## src/sv/gdad_pkg.sv

```systemverilog
// gdad_pkg: shared types, constants and calendar functions for the date adder
// used by gdad_ctrl, gdad_datapath and the top level; no dependencies

package gdad_pkg;

	// calendar constants
	localparam logic [13:0] YEAR_LIMIT   = 14'd16383;
	localparam logic [13:0] DEFAULT_YEAR = 14'd2000;
	localparam logic [3:0]  MONTH_JAN    = 4'd1;
	localparam logic [3:0]  MONTH_FEB    = 4'd2;
	localparam logic [3:0]  MONTH_APR    = 4'd4;
	localparam logic [3:0]  MONTH_JUN    = 4'd6;
	localparam logic [3:0]  MONTH_SEP    = 4'd9;
	localparam logic [3:0]  MONTH_NOV    = 4'd11;
	localparam logic [3:0]  MONTH_DEC    = 4'd12;
	localparam logic [4:0]  LEN_LONG     = 5'd31;
	localparam logic [4:0]  LEN_SHORT    = 5'd30;
	localparam logic [4:0]  LEN_FEB_LEAP = 5'd29;
	localparam logic [4:0]  LEN_FEB      = 5'd28;

	// divisibility by 25 on a 14-bit year: multiply by the inverse of 25
	// modulo 2^14, multiples of 25 land on 0 .. 16383/25
	localparam logic [13:0] INV25        = 14'd7209;
	localparam logic [13:0] DIV25_LIMIT  = 14'd655;

	// commands from the controller to the datapath
	typedef struct packed {
		logic load;       // capture a new input transfer
		logic leap_upd;   // recompute the leap flag of the working year
		logic check;      // validate start date and add the day count
		logic walk_step;  // subtract one month length, advance the month
		logic saturate;   // clamp to the last day of the maximum year
		logic doy_init;   // start the day-of-year sum
		logic doy_step;   // add one preceding month length
		logic out_load;   // copy the result into the output register
	} gdad_cmd_t;

	// status from the datapath to the controller
	typedef struct packed {
		logic day_over;   // day count still exceeds the month length
		logic at_limit;   // December of the maximum year
		logic month_dec;  // working month is December
		logic idx_below;  // day-of-year index has not reached the month
	} gdad_status_t;

	// gregorian leap rule
	function automatic logic is_leap(input logic [13:0] y);
		logic [13:0] prod;
		logic        div25;
		prod  = y * INV25;
		div25 = (prod <= DIV25_LIMIT);
		return ((y[1:0] == 2'd0) && !div25) || ((y[3:0] == 4'd0) && div25);
	endfunction

	// days in a month; codes outside 1..12 give the long length
	function automatic logic [4:0] month_len(input logic [3:0] m, input logic leap);
		logic [4:0] len;
		if (m == MONTH_FEB) begin
			len = leap ? LEN_FEB_LEAP : LEN_FEB;
		end else if (m == MONTH_APR || m == MONTH_JUN || m == MONTH_SEP ||
				m == MONTH_NOV) begin
			len = LEN_SHORT;
		end else begin
			len = LEN_LONG;
		end
		return len;
	endfunction

endpackage

```

## src/sv/gdad_datapath.sv

```systemverilog
// gdad_datapath: working date registers, month walk arithmetic and output register
// depends on gdad_pkg; driven by gdad_ctrl through gdad_cmd_t

module gdad_datapath #(
	parameter int ADD_DAYS_BITS = 12
) (
	input  logic                     clk,
	input  gdad_pkg::gdad_cmd_t      cmd,
	output gdad_pkg::gdad_status_t   status,
	input  logic [3:0]               month_in,
	input  logic [4:0]               day_in,
	input  logic [13:0]              year_in,
	input  logic [ADD_DAYS_BITS-1:0] add_days,
	output logic [3:0]               month_out,
	output logic [4:0]               day_out,
	output logic [13:0]              year_out,
	output logic [8:0]               day_of_year,
	output logic                     input_valid,
	output logic                     year_overflow
);

	// running day count holds a day of month plus the whole count
	localparam int DAY_W = ((ADD_DAYS_BITS > 5) ? ADD_DAYS_BITS : 5) + 1;

	logic [3:0]               month_q;
	logic [DAY_W-1:0]         day_q;
	logic [13:0]              year_q;
	logic [ADD_DAYS_BITS-1:0] count_q;
	logic                     leap_q;
	logic                     valid_q;
	logic                     over_q;
	logic [8:0]               doy_q;
	logic [3:0]               idx_q;

	logic [4:0] len_cur;
	logic [4:0] len_idx;
	logic       date_bad;

	// month lengths for the working month and the day-of-year index
	assign len_cur = gdad_pkg::month_len(month_q, leap_q);
	assign len_idx = gdad_pkg::month_len(idx_q, leap_q);

	// start date validity
	assign date_bad = (month_q == 4'd0) || (month_q > gdad_pkg::MONTH_DEC) ||
		(year_q == 14'd0) || (day_q == '0) || (day_q > DAY_W'(len_cur));

	// status back to the controller
	assign status.day_over  = day_q > DAY_W'(len_cur);
	assign status.at_limit  = (month_q == gdad_pkg::MONTH_DEC) &&
		(year_q == gdad_pkg::YEAR_LIMIT);
	assign status.month_dec = month_q == gdad_pkg::MONTH_DEC;
	assign status.idx_below = idx_q < month_q;

	// working registers
	always_ff @(posedge clk) begin
		priority if (cmd.load) begin
			month_q <= month_in;
			day_q   <= DAY_W'(day_in);
			year_q  <= year_in;
			count_q <= add_days;
			over_q  <= 1'b0;
		end else if (cmd.leap_upd) begin
			leap_q <= gdad_pkg::is_leap(year_q);
		end else if (cmd.check) begin
			if (date_bad) begin
				month_q <= gdad_pkg::MONTH_JAN;
				day_q   <= DAY_W'(1) + DAY_W'(count_q);
				year_q  <= gdad_pkg::DEFAULT_YEAR;
				leap_q  <= 1'b1;
				valid_q <= 1'b0;
			end else begin
				day_q   <= day_q + DAY_W'(count_q);
				valid_q <= 1'b1;
			end
		end else if (cmd.walk_step) begin
			day_q <= day_q - DAY_W'(len_cur);
			if (month_q == gdad_pkg::MONTH_DEC) begin
				month_q <= gdad_pkg::MONTH_JAN;
				year_q  <= year_q + 14'd1;
			end else begin
				month_q <= month_q + 4'd1;
			end
		end else if (cmd.saturate) begin
			month_q <= gdad_pkg::MONTH_DEC;
			day_q   <= DAY_W'(gdad_pkg::LEN_LONG);
			year_q  <= gdad_pkg::YEAR_LIMIT;
			over_q  <= 1'b1;
		end else if (cmd.doy_init) begin
			doy_q <= 9'(day_q);
			idx_q <= gdad_pkg::MONTH_JAN;
		end else if (cmd.doy_step) begin
			doy_q <= doy_q + 9'(len_idx);
			idx_q <= idx_q + 4'd1;
		end
	end

	// output register, held until the result transfer
	always_ff @(posedge clk) begin
		if (cmd.out_load) begin
			month_out     <= month_q;
			day_out       <= day_q[4:0];
			year_out      <= year_q;
			day_of_year   <= doy_q;
			input_valid   <= valid_q;
			year_overflow <= over_q;
		end
	end

endmodule

```

## src/sv/gdad_ctrl.sv

```systemverilog
// gdad_ctrl: sequencer for the date adder, drives the handshakes and datapath commands
// depends on gdad_pkg; pairs with gdad_datapath

module gdad_ctrl (
	input  logic                   clk,
	input  logic                   arst_n,
	input  logic                   in_valid,
	output logic                   in_ready,
	output logic                   out_valid,
	input  logic                   out_ready,
	input  gdad_pkg::gdad_status_t status,
	output gdad_pkg::gdad_cmd_t    cmd
);

	typedef enum logic [6:0] {
		S_IDLE    = 7'b0000001,
		S_LEAP_IN = 7'b0000010,
		S_CHECK   = 7'b0000100,
		S_WALK    = 7'b0001000,
		S_LEAP    = 7'b0010000,
		S_DOY     = 7'b0100000,
		S_FINISH  = 7'b1000000
	} gdad_state_t;

	gdad_state_t state_q;
	gdad_state_t state_d;
	logic        out_valid_q;

	assign in_ready  = state_q == S_IDLE;
	assign out_valid = out_valid_q;

	// next state and commands
	always_comb begin
		state_d = state_q;
		cmd     = '0;
		unique case (state_q)
			S_IDLE: begin
				if (in_valid) begin
					cmd.load = 1'b1;
					state_d  = S_LEAP_IN;
				end
			end
			S_LEAP_IN: begin
				cmd.leap_upd = 1'b1;
				state_d      = S_CHECK;
			end
			S_CHECK: begin
				cmd.check = 1'b1;
				state_d   = S_WALK;
			end
			S_WALK: begin
				if (status.day_over) begin
					if (status.at_limit) begin
						cmd.saturate = 1'b1;
					end else begin
						cmd.walk_step = 1'b1;
						if (status.month_dec) begin
							state_d = S_LEAP;
						end
					end
				end else begin
					cmd.doy_init = 1'b1;
					state_d      = S_DOY;
				end
			end
			S_LEAP: begin
				cmd.leap_upd = 1'b1;
				state_d      = S_WALK;
			end
			S_DOY: begin
				if (status.idx_below) begin
					cmd.doy_step = 1'b1;
				end else begin
					state_d = S_FINISH;
				end
			end
			S_FINISH: begin
				// wait for the output register to free up
				if (!out_valid_q || out_ready) begin
					cmd.out_load = 1'b1;
					state_d      = S_IDLE;
				end
			end
			default: begin
				state_d = S_IDLE;
			end
		endcase
	end

	// state and result valid
	always_ff @(posedge clk or negedge arst_n) begin
		if (!arst_n) begin
			state_q     <= S_IDLE;
			out_valid_q <= 1'b0;
		end else begin
			state_q <= state_d;
			if (cmd.out_load) begin
				out_valid_q <= 1'b1;
			end else if (out_ready) begin
				out_valid_q <= 1'b0;
			end
		end
	end

endmodule

```

## src/sv/gregorian_date_add_days_top.sv

```systemverilog
// gregorian_date_add_days_top: after an input transfer the sequencer updates the leap
// flag, checks the start date and adds the count, then walks month by month (a leap
// update at each year boundary, a saturate step at the limit), sums the preceding months
// into the day of year and loads the output register once a stalled result has left it;
// one item at a time, the next input taken while the result waits in the output register
// arst_n clears the sequencer and result valid; payload registers are not reset

module gregorian_date_add_days_top #(
	parameter int ADD_DAYS_BITS = 12
) (
	input  logic                     clk,
	input  logic                     arst_n,
	input  logic                     in_valid,
	output logic                     in_ready,
	input  logic [3:0]               month_in,
	input  logic [4:0]               day_in,
	input  logic [13:0]              year_in,
	input  logic [ADD_DAYS_BITS-1:0] add_days,
	output logic                     out_valid,
	input  logic                     out_ready,
	output logic [3:0]               month_out,
	output logic [4:0]               day_out,
	output logic [13:0]              year_out,
	output logic [8:0]               day_of_year,
	output logic                     input_valid,
	output logic                     year_overflow
);

	gdad_pkg::gdad_cmd_t    cmd;
	gdad_pkg::gdad_status_t status;

	// sequencer
	gdad_ctrl u_ctrl (
		.clk       (clk),
		.arst_n    (arst_n),
		.in_valid  (in_valid),
		.in_ready  (in_ready),
		.out_valid (out_valid),
		.out_ready (out_ready),
		.status    (status),
		.cmd       (cmd)
	);

	// date arithmetic
	gdad_datapath #(
		.ADD_DAYS_BITS (ADD_DAYS_BITS)
	) u_datapath (
		.clk           (clk),
		.cmd           (cmd),
		.status        (status),
		.month_in      (month_in),
		.day_in        (day_in),
		.year_in       (year_in),
		.add_days      (add_days),
		.month_out     (month_out),
		.day_out       (day_out),
		.year_out      (year_out),
		.day_of_year   (day_of_year),
		.input_valid   (input_valid),
		.year_overflow (year_overflow)
	);

endmodule

```

## config.mk

```make
export PLATFORM = sky130hd
export DESIGN_NAME = gregorian_date_add_days_top
export DESIGN_NICKNAME = d
export VERILOG_FILES = /design/src/sv/gdad_pkg.sv /design/src/sv/gdad_datapath.sv /design/src/sv/gdad_ctrl.sv /design/src/sv/gregorian_date_add_days_top.sv
export SDC_FILE = /design/constraint.sdc
export NUM_CORES = 1
export LEC_CHECK = 0
export ABC_AREA = 0
export ABC_CLOCK_PERIOD_IN_PS = 10100
export BUFFER_PORTS_ARGS = -buffer_cell sky130_fd_sc_hd__buf_2
export CAP_MARGIN = 15
export CORE_ASPECT_RATIO = 2
export CORE_UTILIZATION = 30
export CTS_CLUSTER_SIZE = 14
export DETAILED_ROUTE_END_ITERATION = 12
export GPL_ROUTABILITY_DRIVEN = 0
export SKIP_CTS_REPAIR_TIMING = 1
export SYNTH_ARGS = -nofsm -noshare
export SYNTH_HDL_FRONTEND = slang
export SYNTH_HIERARCHICAL = 1
export SYNTH_SLANG_ARGS = --single-unit
```

## constraint.sdc

```tcl
create_clock -name clk -period 10.1 [get_ports clk]
set_clock_uncertainty 0.05 [all_clocks]
set_input_delay 0.505 -clock clk [delete_from_list [all_inputs] [get_ports clk]]
set_output_delay 0.505 -clock clk [all_outputs]
set_load 0.005 [all_outputs]
```

Word-level counts from Yosys, hierarchy flattened
Cells that the tools add are included.
{"block": "classes", "n_addsub": 7, "mul": 1, "div": 0, "magnitude_cmp": 4, "eq_ne": 27, "shifts": 0, "muxes": 54, "bitwise": 5, "reduce_logical": 39}
{"cell": "two-way mux 14 bit", "n": 7}
{"cell": "two-way mux 13 bit", "n": 4}
{"cell": "two-way mux 7 bit", "n": 6}
{"cell": "one-hot mux 7 bit (6 select lines)", "n": 1}
{"cell": "two-way mux 4 bit", "n": 8}
{"cell": "equality test 4 bit (second input constant)", "n": 5}
{"cell": "two-way mux 1 bit", "n": 20}
{"cell": "two-way mux 5 bit", "n": 4}
{"cell": "two-way mux 9 bit", "n": 2}
{"cell": "equality test 4 x 3 -> 1 bit (second input constant)", "n": 4}
{"cell": "adder 14 x 1 -> 14 bit (second input constant)", "n": 1}
{"cell": "equality test 14 bit (second input constant)", "n": 1}
{"cell": "<= comparator 14 x 10 -> 1 bit (second input constant)", "n": 1}
{"cell": "zero test 14 bit", "n": 1}
{"cell": "multiplier 14 x 13 -> 14 bit (second input constant)", "n": 1}
{"cell": "adder 1 x 12 -> 13 bit (first input constant)", "n": 1}
{"cell": "adder 13 x 12 -> 13 bit", "n": 1}
{"cell": "> comparator 13 x 5 -> 1 bit", "n": 1}
{"cell": "zero test 13 bit", "n": 1}
{"cell": "subtractor 13 x 5 -> 13 bit", "n": 1}
{"cell": "logical OR 1 bit", "n": 12}
{"cell": "adder 9 x 5 -> 9 bit", "n": 1}
{"cell": "AND reduction 3 bit", "n": 3}
{"cell": "adder 4 x 1 -> 4 bit (second input constant)", "n": 2}
{"cell": "30 further kinds", "n": 48}
{"block": "word_totals", "reg_bits": 101, "latch_bits": 0, "ramBits": 0, "romBits": 0, "inputBits": 39, "out_inout_bits": 36, "word_cells": 155, "memories": 0}

Longest topological paths before layout
Gate-level depths: netlist (run 1).
{"block": "logic_depth", "ltp_word": 14, "ltp_mapped": 20, "depth_no_buf": 20}

By module
The synthesis (run 1) kept the hierarchy.
{"mod": "gdad_datapath", "n_inst": 1, "cells_each": 599, "area_each_um2": 6246.0}
{"mod": "gdad_ctrl", "n_inst": 1, "cells_each": 53, "area_each_um2": 505.5}

Least setup slack after synthesis (run 1)
OpenSTA, ideal clock, no wires.
{"block": "synth_timing", "kind": "reg2reg", "from": "reg u_datapath.month_q[0]", "to": "reg u_datapath.doy_q[0] (enable)", "setup_time_ps": 422, "arrival_time_ps": 3920, "required_time_ps": 9628, "slack_ps": 5708, "stages_incl_launch_ff": 15, "n_path_buf": 1, "period_less_slack_ps": 4392, "path_cell_list": "edfxtp_1 -> inv_1 -> ha_1 -> o21ai_0 -> o21ai_0 -> o21ai_0 -> ha_1 -> nor2b_1 -> o21ai_1 -> o211ai_2 -> nand4b_2 -> nor2_1 -> clkbuf_1 -> nor3_1 -> nor4b_1"}
{"element": "start, declared", "line": "gdad_datapath.sv:25", "source": "logic [3:0] month_q;"}
{"element": "start signal, assigned", "line": "gdad_datapath.sv:57", "source": "month_q <= month_in;"}
{"element": "start signal, assigned", "line": "gdad_datapath.sv:66", "source": "month_q <= gdad_pkg::MONTH_JAN;"}
{"element": "start signal, assigned", "line": "gdad_datapath.sv:78", "source": "month_q <= gdad_pkg::MONTH_JAN;"}
{"element": "end signal, assigned", "line": "gdad_datapath.sv:89", "source": "doy_q <= 9'(day_q);"}
{"element": "end signal, assigned", "line": "gdad_datapath.sv:92", "source": "doy_q <= doy_q + 9'(len_idx);"}
{"element": "end, declared", "line": "gdad_datapath.sv:32", "source": "logic [8:0] doy_q;"}

==> flow_metrics.env, run 1 <==
export IMPL_run_status="completed"
export IMPL_grt_first_pass_wirelength_um=25500
export IMPL_synth_compound_gate_area_share_pct=14.90
export IMPL_cp_end_kind="flip-flop"
export IMPL_mostFrequentLayoutCell="sky130_fd_sc_hd__edfxtp_1"
export IMPL_critical_path_buf_inv_count=1
export IMPL_final_cell_mix="sky130_fd_sc_hd__edfxtp_1 (84), sky130_fd_sc_hd__buf_2 (74), sky130_fd_sc_hd__ha_1 (67)"
export IMPL_grt_use_total_pct=14.65
export IMPL_ys_seq_elements=101
export IMPL_vias=5032
export IMPL_numCtsBuffers=9
export IMPL_depth_of_the_cts_h_tree=3
export IMPL_cell_repeated_most_along_the_worst_path="sky130_fd_sc_hd__o21ai_0"
export IMPL_worstPathCellList="inv_1 > ha_1 > o21ai_0 > o21ai_0 > o21ai_0 > ha_1 > nor2b_1 > o21ai_1 > o211ai_2 > a2111oi_4 > nand2_1 > fa_1 > nand2b_1 > a21oi_1 > o2111ai_1 > a21boi_1 > o31ai_1 > a211oi_1"
export IMPL_worst_ir_drop_vdd_mv=0.1718
export IMPL_route_detailed_vias_per_inst=4.992
export IMPL_syn_area_per_cell_um2=10.36
export IMPL_cts_tree="built"
export IMPL_maxCapViolations=0
export IMPL_setup_ws_ns=5.249
export IMPL_grt_overflow=0
export IMPL_final_period_minus_worst_setup_slack_ns=4.851
export IMPL_worst_ep_required_time_ns=10.34
export IMPL_seq_area_frac_synth_pct=43.01
export IMPL_post_synth_top_area_cell="sky130_fd_sc_hd__edfxtp_1"
export IMPL_cpPeakStageDelay_ns=0.54
export IMPL_total_power_mw=2.289
export IMPL_synth_async_reset_ratio_pct=7.921
export IMPL_dp_hpwl_um=12330
export IMPL_place_worst_setup_slack_ns=5.272
export IMPL_timing_hold_violations_final=0
export IMPL_starting_utilization_of_the_core_area_pct=30.60
export IMPL_yosys_area_share_xor_xnor_pct=5.319
export IMPL_finalSetupViolations=0
export IMPL_num_rows=77
export IMPL_drt_first_pass_iters=4
export IMPL_drtAntennaViolNets=0
export IMPL_synthToLayoutAreaGrowth_pct=15.88
export IMPL_area_of_the_die_um2=23140
export IMPL_clockBufferDepth=2
export IMPL_grt_start_max_net_pins=67
export IMPL_synthDominantCellAreaShare_pct=37.36
export IMPL_port_buffers=74
export IMPL_grt_setup_unrepaired="no"
export IMPL_die_height_um=214.2
export IMPL_yosys_top_cells_area="sky130_fd_sc_hd__edfxtp_1 (37%), sky130_fd_sc_hd__ha_1 (12%), sky130_fd_sc_hd__fa_1 (4.2%)"
export IMPL_dominant_combinational_cell_family_by_area_after_synthesis="adder cells"
export IMPL_maximum_clock_frequency_mhz=206.2
export IMPL_synth_edf_count=84
export IMPL_synthAdderAreaFrac_pct=16.57
export IMPL_clock_root_buffer="sky130_fd_sc_hd__clkbuf_16"
export IMPL_ys_dominant_reg_cell="sky130_fd_sc_hd__edfxtp_1"
export IMPL_drt_iter0_drc=262
export IMPL_min_path_type="primary input to flip-flop"
export IMPL_synth_simple_area_share_pct=15.33
export IMPL_netlist_cell_type_count=73
export IMPL_yosys_warnings=6
export IMPL_die_width_um=108.1
export IMPL_post_synth_instance_area_um2=6751
export IMPL_route_detailed_drc=0
export IMPL_final_layout_size_suffix_gt1_share_pct=15.98
export IMPL_n_antenna_cell=0
export IMPL_worst_pin_slew_ns=0.9986
export IMPL_final_min_period_over_clock_period_pct=48.03
export IMPL_max_slew_margin_rel_pct=33.27
export IMPL_worstSkewPairLatency_ns=0.37
export IMPL_critical_path_class="flip-flop to flip-flop"
export IMPL_first_global_vias=5025
export IMPL_critical_path_slowest_cell="sky130_fd_sc_hd__a2111oi_4"
export IMPL_numClockSinks=101
export IMPL_syn_inst=652
export IMPL_critical_path_top_delay_family="compound AO/OA/AOI/OAI gates"
export IMPL_layout_core_utilization_pct=35.46
export IMPL_powerDensity_nw_per_um2=292.6
export IMPL_cp_data_arrival_time_ns=5.09
export IMPL_detail_route_wl_per_cell_um=16.02
export IMPL_grt_antenna_before_repair=0
export IMPL_power_leakage_nw=3.118
export IMPL_setup_worst_path_start_class="flip-flop"
export IMPL_fin_nets=847
export IMPL_core_um2=22060
export IMPL_critical_path_peak_fanout=8
export IMPL_num_io_pins=75
export IMPL_maxSlewViolCount=0
export IMPL_synth_area_mux_share_pct=0.4818
export IMPL_finalSetupTns_ns=0
export IMPL_cts_reportedPaths_clkPinSlew_ns=0.08
export IMPL_wirelength_um=16150
==> worst reg2reg max path, stage by stage (launching register included) <==
cell and delay, ns:
sky130_fd_sc_hd__edfxtp_1 0.47, sky130_fd_sc_hd__inv_1 0.11, sky130_fd_sc_hd__ha_1 0.26, sky130_fd_sc_hd__o21ai_0 0.14
sky130_fd_sc_hd__o21ai_0 0.09, sky130_fd_sc_hd__o21ai_0 0.21, sky130_fd_sc_hd__ha_1 0.23, sky130_fd_sc_hd__nor2b_1 0.07
sky130_fd_sc_hd__o21ai_1 0.44, sky130_fd_sc_hd__o211ai_2 0.24, sky130_fd_sc_hd__a2111oi_4 0.54, sky130_fd_sc_hd__nand2_1 0.19
sky130_fd_sc_hd__fa_1 0.43, sky130_fd_sc_hd__nand2b_1 0.19, sky130_fd_sc_hd__a21oi_1 0.32, sky130_fd_sc_hd__o2111ai_1 0.24
sky130_fd_sc_hd__a21boi_1 0.24, sky130_fd_sc_hd__o31ai_1 0.09, sky130_fd_sc_hd__a211oi_1 0.21
==> power breakdown <==
part	internal, mW	switching [mW]	leakage [nW]	total [mW]
Combinational	0.559	0.705	2.02	1.26
Sequential	0.529	0.0819	0.926	0.611
Clock	0.246	0.168	0.173	0.414
==> per-layer routing <==
| layer | vias up | share of wire, % | global-route usage, % |
|---|---|---|---|
| met5 | - | 0 | 0 |
| li1 | 2496 | - | - |
| met3 | 34 | 3.8 | 2.401 |
| met4 | 0 | 5.2 | 9.589 |
| met1 | 2394 | 38 | 15.12 |
| met2 | 108 | 53 | 26.43 |
==> through the flow <==
step / std cells / cell area (µm²) / hold slack, ns
final: 1008 / 7824 / 0.2567
after CTS: 1007 / 7814 / -0.08765
after floorplan: 658 / 6774 / 0.1594
after global placement: 991 / 7461 / 0.3141
after detailed placement: 991 / 7461 / 0.3126
after global routing: 1008 / 7824 / 0.2416
==> cells by family after synthesis <==
group                      Yosys count
and+or+nand+nor                    197
AOI/OAI and AO/OA                  152
DFF                                101
adders and majority gates           81
buffers and inverters               76
xor gates and xnor gates            41
muxes                                3
other                                1
==> synth_stat cells (3+ instances only) <==
cell type and number:
sky130_fd_sc_hd__edfxtp_1 84, sky130_fd_sc_hd__ha_1 67, sky130_fd_sc_hd__inv_1 53, sky130_fd_sc_hd__nor2_1 49, sky130_fd_sc_hd__nand2_1 43, sky130_fd_sc_hd__o21ai_0 43, sky130_fd_sc_hd__a21oi_1 33, sky130_fd_sc_hd__xnor2_1 25
sky130_fd_sc_hd__clkbuf_1 17, sky130_fd_sc_hd__nor2b_1 16, sky130_fd_sc_hd__xor2_1 16, sky130_fd_sc_hd__nor3_1 15, sky130_fd_sc_hd__fa_1 14, sky130_fd_sc_hd__nand2b_1 13, sky130_fd_sc_hd__nand3_1 13, sky130_fd_sc_hd__a211oi_1 11
sky130_fd_sc_hd__a21o_1 10, sky130_fd_sc_hd__and2_1 9, sky130_fd_sc_hd__dfxtp_1 9, sky130_fd_sc_hd__dfrtp_1 7, sky130_fd_sc_hd__nand4_1 7, sky130_fd_sc_hd__a31oi_1 6, sky130_fd_sc_hd__o31ai_1 6, sky130_fd_sc_hd__nand3b_1 5
sky130_fd_sc_hd__o21a_1 5, sky130_fd_sc_hd__a22o_1 4, sky130_fd_sc_hd__and3_1 4, sky130_fd_sc_hd__nor4_1 4, sky130_fd_sc_hd__o21bai_1 4, sky130_fd_sc_hd__a221oi_1 3, sky130_fd_sc_hd__buf_2 3, sky130_fd_sc_hd__or3_1 3
==> cell type report <==
type / instances / area (µm²)
Clock inverter: 7 / 127.6
Sequential cell: 101 / 2904
Fill cell: 2186 / 14240
Clock buffer: 9 / 225.2
Tap cell: 276 / 345.3
Multi-Input combinational cell: 481 / 3597
Inverter: 53 / 198.9
Timing Repair Buffer: 81 / 425.4
==> sequential cells by signal (all words and copies together) (netlist names) <==
register	flops
u_datapath/doy_q	9
u_datapath/month_q	4
u_ctrl/out_valid	1
u_datapath/count_q	12
u_datapath/day_out	5
u_datapath/day_q	13
u_datapath/valid_q	1
u_datapath/year_overflow	1
u_datapath/year_q	14
u_datapath/over_q	1
u_datapath/leap_q	1
u_ctrl/state_q	7
u_datapath/year_out	14
u_datapath/month_out	4
u_datapath/day_of_year	9
u_datapath/idx_q	4
u_datapath/input_valid	1
==> worst paths after layout <==
path | start | slack, ns | cells past startpoint | endpoint
worst max-delay path | u_datapath/month_q[0] | 5.25 | 18 | u_datapath/day_q[12]
worst min-delay path | add_days[6] | 0.26 | 1 | u_datapath/count_q[6]
min in group asynchronous | arst_n | 0.48 | 2 | u_ctrl/state_q[1]
worst min register to register | u_datapath/valid_q | 0.41 | 0 | u_datapath/input_valid
max in group asynchronous | arst_n | 9.27 | 2 | u_ctrl/state_q[0]
worst max register to register | u_datapath/month_q[0] | 5.25 | 18 | u_datapath/day_q[12]
No activity file was read; power rests on OpenSTA's default activity.
==> run 2: changes to the inputs <==
--- a/config.mk
+++ b/config.mk
@@ -6,7 +6,7 @@
 export NUM_CORES = 1
 export LEC_CHECK = 0
 export ABC_AREA = 0
-export ABC_CLOCK_PERIOD_IN_PS = 10100
+export ABC_CLOCK_PERIOD_IN_PS = 4850
 export BUFFER_PORTS_ARGS = -buffer_cell sky130_fd_sc_hd__buf_2
 export CAP_MARGIN = 15
 export CORE_ASPECT_RATIO = 2
==> constraint.sdc (replaced) <==
create_clock -name clk -period 4.85 [get_ports clk]
set_clock_uncertainty 0.05 [all_clocks]
set_input_delay 0.2425 -clock clk [delete_from_list [all_inputs] [get_ports clk]]
set_output_delay 0.2425 -clock clk [all_outputs]
set_load 0.005 [all_outputs]
==> run 2 against run 1 <==
Net effect: sequential cell count stayed put; combinational power is 110% higher; power is 100% higher; utilization is 0.54 points higher.
==> flow_metrics.env, run 2 (same netlist as run 1, synthesis figures left out) <==
export IMPL_run_status="completed"
export IMPL_route_detailed_drc=0
export IMPL_pwr_share_clk_pct=15.3
export IMPL_final_cell_count_no_fill=1029
export IMPL_critical_path_top_delay_family="compound AO/OA/AOI/OAI gates"
export IMPL_clock_root_buffer="sky130_fd_sc_hd__clkbuf_16"
export IMPL_vias=5114
export IMPL_seqPwrFrac_pct=27.0
export IMPL_combPwrFrac_pct=57.7
export IMPL_depth_of_the_cts_h_tree=3
export IMPL_port_buffers=74
export IMPL_place_detailed_instances=1000
export IMPL_mostFrequentLayoutCell="sky130_fd_sc_hd__edfxtp_1"
export IMPL_grt_start_max_net_pins=43
export IMPL_cts_reportedPaths_clkPinSlew_ns=0.07
export IMPL_first_global_vias=5166
export IMPL_setup_worst_path_start_class="flip-flop"
export IMPL_cell_repeated_most_along_the_worst_path="sky130_fd_sc_hd__o21ai_0"
export IMPL_r2r_slack_ns=0.50
export IMPL_critical_path_class="flip-flop to flip-flop"
export IMPL_net_switching_power_mw=1.973
export IMPL_cpPeakStageDelay_ns=0.46
export IMPL_final_cell_mix="sky130_fd_sc_hd__edfxtp_1 (84), sky130_fd_sc_hd__buf_2 (74), sky130_fd_sc_hd__ha_1 (67)"
export IMPL_final_period_minus_worst_setup_slack_ns=4.350
export IMPL_total_power_mw=4.629
export IMPL_grt_setup_unrepaired="no"
export IMPL_wirelength_um=16490
export IMPL_detail_route_wl_per_cell_um=16.03
export IMPL_maximum_clock_frequency_mhz=229.9
export IMPL_dp_hpwl_um=12720
export IMPL_area_of_the_die_um2=23140
export IMPL_final_seq_area_um2=2904
export IMPL_cp_data_arrival_time_ns=4.56
export IMPL_n_antenna_cell=0
export IMPL_clockBufferDepth=2
export IMPL_drtAntennaViolNets=0
export IMPL_synthToLayoutAreaGrowth_pct=17.66
export IMPL_num_rows=77
export IMPL_die_width_um=108.1
export IMPL_filler_cell_count=2214
export IMPL_finalSetupTns_ns=0
export IMPL_finalSetupViolations=0
export IMPL_end_of_the_worst_hold_path="u_ctrl/state_q[1]"
export IMPL_timing_hold_violations_final=0
export IMPL_route_detailed_vias_per_inst=4.970
export IMPL_numCtsBuffers=9
export IMPL_power_share_switching_pct=42.62
export IMPL_die_height_um=214.2
export IMPL_worst_pin_slew_ns=1.026
export IMPL_hold_path_depth=2
export IMPL_area_of_the_multi_input_gates_um2=3597
export IMPL_numClockSinks=101
export IMPL_final_area_um2=7944
export IMPL_critical_path_slowest_cell="sky130_fd_sc_hd__edfxtp_1"
export IMPL_powerDensity_nw_per_um2=582.7
export IMPL_power_leakage_nw=3.176
export IMPL_cp_end_kind="flip-flop"
export IMPL_cts_tree="built"
export IMPL_hold_start="in_valid"
export IMPL_drt_first_pass_iters=4
export IMPL_r2r_start="u_datapath/month_q[0]"
export IMPL_critical_path_peak_fanout=7
export IMPL_worst_ep_required_time_ns=5.06
export IMPL_internal_power_mw=2.656
export IMPL_core_um2=22060
export IMPL_worstPathCellList="inv_1 > ha_1 > o21ai_0 > o21ai_0 > o21ai_0 > ha_1 > nor2b_1 > o21ai_1 > buf_4 > o211ai_2 > a2111oi_4 > buf_4 > and2_1 > ha_1 > o21ai_0 > o21ai_1 > a311oi_1 > nand2b_1 > nor3_1 > a211o_1"
export IMPL_largest_registers="u_datapath/year_out: 14 flops, u_datapath/year_q: 14 flops, u_datapath/day_q: 13 flops"
export IMPL_critical_path_buf_inv_count=3
export IMPL_num_io_pins=75
export IMPL_worstSkewPairLatency_ns=0.37
export IMPL_starting_utilization_of_the_core_area_pct=30.60
export IMPL_final_layout_size_suffix_gt1_share_pct=16.60
export IMPL_worst_ir_drop_vdd_mv=0.3791
export IMPL_grt_use_total_pct=15.33
export IMPL_grt_antenna_before_repair=0
export IMPL_maxSlewViolCount=0
export IMPL_place_area_um2=7528
export IMPL_maxCapViolations=0
export IMPL_rr_endpoint="u_datapath/day_q[11]"
export IMPL_fin_nets=868
export IMPL_grt_overflow=0
export IMPL_grt_first_pass_wirelength_um=26570
export IMPL_min_path_type="primary input to flip-flop"
export IMPL_reg2regPathDepth=20
export IMPL_drt_iter0_drc=222
export IMPL_final_min_period_over_clock_period_pct=89.69
export IMPL_max_slew_margin_rel_pct=31.44
[run 2: changes by cell type in the layout (fill, tap and decap cells not counted), sizes merged]
cell,change
dlygate4sd3,+12
buf,+9
bufinv,-3
clkinv,+3
clkinvlp,+1
inv,-1
[run 2: layout make-up]
type	instances	share of cell area [%]
multi-input cells	481	45.28
flip-flops and latches	101	36.56
repair buffers	102	7.718
well taps	276	4.347
clock buffers	9	2.835
inverters	53	2.504
clock inverters	7	0.7560
[run 2: per-layer routing]
layer  GRT usage, %  part of all wire, %
met4          9.817                  5.2
met3          2.675                  3.9
met1          15.90                   37
met2          27.56                   53
met5              0                    0
[run 2: metrics by stage]
stage,utilization (%),setup WS [ns],hold WS [ns]
after global placement,34.12,0.6945,0.04794
after floorplan,-,0.4582,-0.1031
after global routing,36.01,0.08475,0.07332
after detailed placement,34.12,0.5091,0.04531
after CTS,35.42,0.4938,-0.3576
final,36.01,0.4998,0.05647
[run 2: power by group through the flow]
stage | registers (mW) | logic, mW | clock network (mW)
6_report | 1.25 | 2.67 | 0.707
4_1_cts | 1.25 | 2.70 | 0.738
2_1_floorplan | 1.21 | 2.12 | 0
3_5_place_dp | 1.27 | 2.69 | 0
3_3_place_gp | 1.27 | 2.64 | 0
5_1_grt | 1.27 | 3.06 | 0.764
[run 2: worst max path at each step]
stage / startpoint / to / depth (start not counted)
floorplan: u_datapath/month_q[0] / u_datapath/doy_q[0] / 14
global placement: u_datapath/month_q[0] / u_datapath/day_q[11] / 20
detailed placement: u_datapath/month_q[0] / u_datapath/day_q[11] / 20
CTS: u_datapath/month_q[0] / u_datapath/day_q[11] / 20
global route: u_datapath/month_q[1] / u_datapath/day_q[12] / 21
finish: u_datapath/month_q[0] / u_datapath/day_q[11] / 20
==> run 3: changes to the inputs <==
--- a/config.mk
+++ b/config.mk
@@ -14,6 +14,7 @@
 export CTS_CLUSTER_SIZE = 14
 export DETAILED_ROUTE_END_ITERATION = 12
 export GPL_ROUTABILITY_DRIVEN = 0
+export MAX_ROUTING_LAYER = met4
 export SKIP_CTS_REPAIR_TIMING = 1
 export SYNTH_ARGS = -nofsm -noshare
 export SYNTH_HDL_FRONTEND = slang
==> run 3 against run 2 <==
Net effect: setup slack gained 0.0049 ns; clock power barely moved; count of clock-buffer cells in the layout unchanged; largest power group unchanged; combinational power barely moved; maximum frequency rose by 0.11%; via count increased by 0.31%; highest routed layer unchanged; largest cell class unchanged.
==> flow_metrics.env, run 3 (same netlist as run 1, synthesis figures left out) <==
export IMPL_maxSlewViolCount=0
export IMPL_numCtsBuffers=9
export IMPL_die_width_um=108.1
export IMPL_combPwrFrac_pct=57.7
export IMPL_wirelength_um=16500
export IMPL_run_status="completed"
export IMPL_depth_of_the_cts_h_tree=3
export IMPL_n_antenna_cell=0
export IMPL_drtAntennaViolNets=0
export IMPL_power_share_switching_pct=42.66
export IMPL_grt_setup_unrepaired="no"
export IMPL_cp_data_arrival_time_ns=4.56
export IMPL_largest_registers="u_datapath/year_out: 14 flops, u_datapath/year_q: 14 flops, u_datapath/day_q: 13 flops"
export IMPL_synthToLayoutAreaGrowth_pct=17.66
export IMPL_drt_iter0_drc=208
export IMPL_num_rows=77
export IMPL_cell_repeated_most_along_the_worst_path="sky130_fd_sc_hd__o21ai_0"
export IMPL_cpPeakStageDelay_ns=0.46
export IMPL_cp_end_kind="flip-flop"
export IMPL_vias=5130
export IMPL_finalSetupTns_ns=0
export IMPL_max_slew_margin_rel_pct=31.68
export IMPL_power_leakage_nw=3.176
export IMPL_cts_reportedPaths_clkPinSlew_ns=0.07
export IMPL_final_min_period_over_clock_period_pct=89.59
export IMPL_drt_first_pass_iters=4
export IMPL_port_buffers=74
export IMPL_seqPwrFrac_pct=27.0
export IMPL_core_um2=22060
export IMPL_powerDensity_nw_per_um2=583.2
export IMPL_detail_route_wl_per_cell_um=16.03
export IMPL_cts_tree="built"
export IMPL_critical_path_top_delay_family="compound AO/OA/AOI/OAI gates"
export IMPL_clock_root_buffer="sky130_fd_sc_hd__clkbuf_16"
export IMPL_mostFrequentLayoutCell="sky130_fd_sc_hd__edfxtp_1"
export IMPL_critical_path_buf_inv_count=3
export IMPL_grt_use_total_pct=15.79
export IMPL_final_period_minus_worst_setup_slack_ns=4.345
export IMPL_grt_first_pass_wirelength_um=26600
export IMPL_worst_ir_drop_vdd_mv=0.3791
export IMPL_internal_power_mw=2.656
export IMPL_final_area_um2=7944
export IMPL_worstSkewPairLatency_ns=0.37
export IMPL_fin_nets=868
export IMPL_layout_core_utilization_pct=36.01
export IMPL_maximum_clock_frequency_mhz=230.1
export IMPL_numClockSinks=101
export IMPL_route_detailed_drc=0
export IMPL_critical_path_slowest_cell="sky130_fd_sc_hd__edfxtp_1"
export IMPL_pwr_share_clk_pct=15.3
export IMPL_worstPathCellList="inv_1 > ha_1 > o21ai_0 > o21ai_0 > o21ai_0 > ha_1 > nor2b_1 > o21ai_1 > buf_4 > o211ai_2 > a2111oi_4 > buf_4 > and2_1 > ha_1 > o21ai_0 > o21ai_1 > a311oi_1 > nand2b_1 > nor3_1 > a211o_1"
export IMPL_final_cell_mix="sky130_fd_sc_hd__edfxtp_1 (84), sky130_fd_sc_hd__buf_2 (74), sky130_fd_sc_hd__ha_1 (67)"
export IMPL_min_path_type="primary input to flip-flop"
export IMPL_grt_overflow=0
export IMPL_die_height_um=214.2
export IMPL_area_of_the_die_um2=23140
export IMPL_setup_worst_path_start_class="flip-flop"
export IMPL_worst_pin_slew_ns=1.022
export IMPL_critical_path_peak_fanout=7
export IMPL_critical_path_class="flip-flop to flip-flop"
export IMPL_grt_antenna_before_repair=0
export IMPL_total_power_mw=4.632
export IMPL_timing_hold_violations_final=0
export IMPL_clockBufferDepth=2
export IMPL_starting_utilization_of_the_core_area_pct=30.60
export IMPL_finalSetupViolations=0
export IMPL_first_global_vias=5166
export IMPL_maxCapViolations=0
export IMPL_worst_ep_required_time_ns=5.06
export IMPL_final_layout_size_suffix_gt1_share_pct=16.60
export IMPL_fin_worst_hold_slack_ns=0.05547
export IMPL_num_io_pins=75
export IMPL_net_switching_power_mw=1.976
export IMPL_filler_cell_count=2214
export IMPL_dp_hpwl_um=12720
export IMPL_grt_start_max_net_pins=43
export IMPL_place_area_um2=7528
export IMPL_route_detailed_vias_per_inst=4.985
run 3: worst paths after layout:
check | slack (ns) | depth (start not counted) | endpoint | start
max in group asynchronous | 4.31 | 2 | u_ctrl/state_q[0] | arst_n
worst min-delay path | 0.06 | 2 | u_ctrl/state_q[1] | in_valid
worst min register to register | 0.39 | 0 | u_datapath/year_overflow | u_datapath/over_q
worst max register to register | 0.50 | 20 | u_datapath/day_q[11] | u_datapath/month_q[0]
min in group asynchronous | 0.20 | 2 | u_ctrl/out_valid | arst_n
worst max-delay path | 0.50 | 20 | u_datapath/day_q[11] | u_datapath/month_q[0]
run 3: power by group through the flow:
stage / Combinational [mW] / Sequential, mW / Clock, mW
floorplan: 2.12 / 1.21 / 0
global placement: 2.64 / 1.27 / 0
detailed placement: 2.69 / 1.27 / 0
CTS: 2.70 / 1.25 / 0.738
global route: 3.06 / 1.27 / 0.761
finish: 2.67 / 1.25 / 0.709
run 3: final cells by class:
cell class | count | area (µm²) | share of cell area, %
flip-flops and latches | 101 | 2904 | 36.56
well taps | 276 | 345.3 | 4.347
inverters | 53 | 198.9 | 2.504
clock buffers | 9 | 225.2 | 2.835
multi-input cells | 481 | 3597 | 45.28
clock inverters | 7 | 60.06 | 0.7560
repair buffers | 102 | 613.1 | 7.718
run 3: per-stage QoR:
step / worst slack [ns] / cells
6_report: 0.5048 / 1029
3_5_place_dp: 0.5091 / 1000
2_1_floorplan: 0.4582 / 658
5_1_grt: 0.08470 / 1029
3_3_place_gp: 0.6945 / 1000
4_1_cts: 0.4938 / 1016
run 3: per-layer routing:
metal	track usage, %	up-vias	wire (µm)
met3	2.128	41	493
met4	10.50	0	896
li1	-	2534	-
met1	15.94	2439	6231
met5	-	-	0
met2	27.62	116	8876
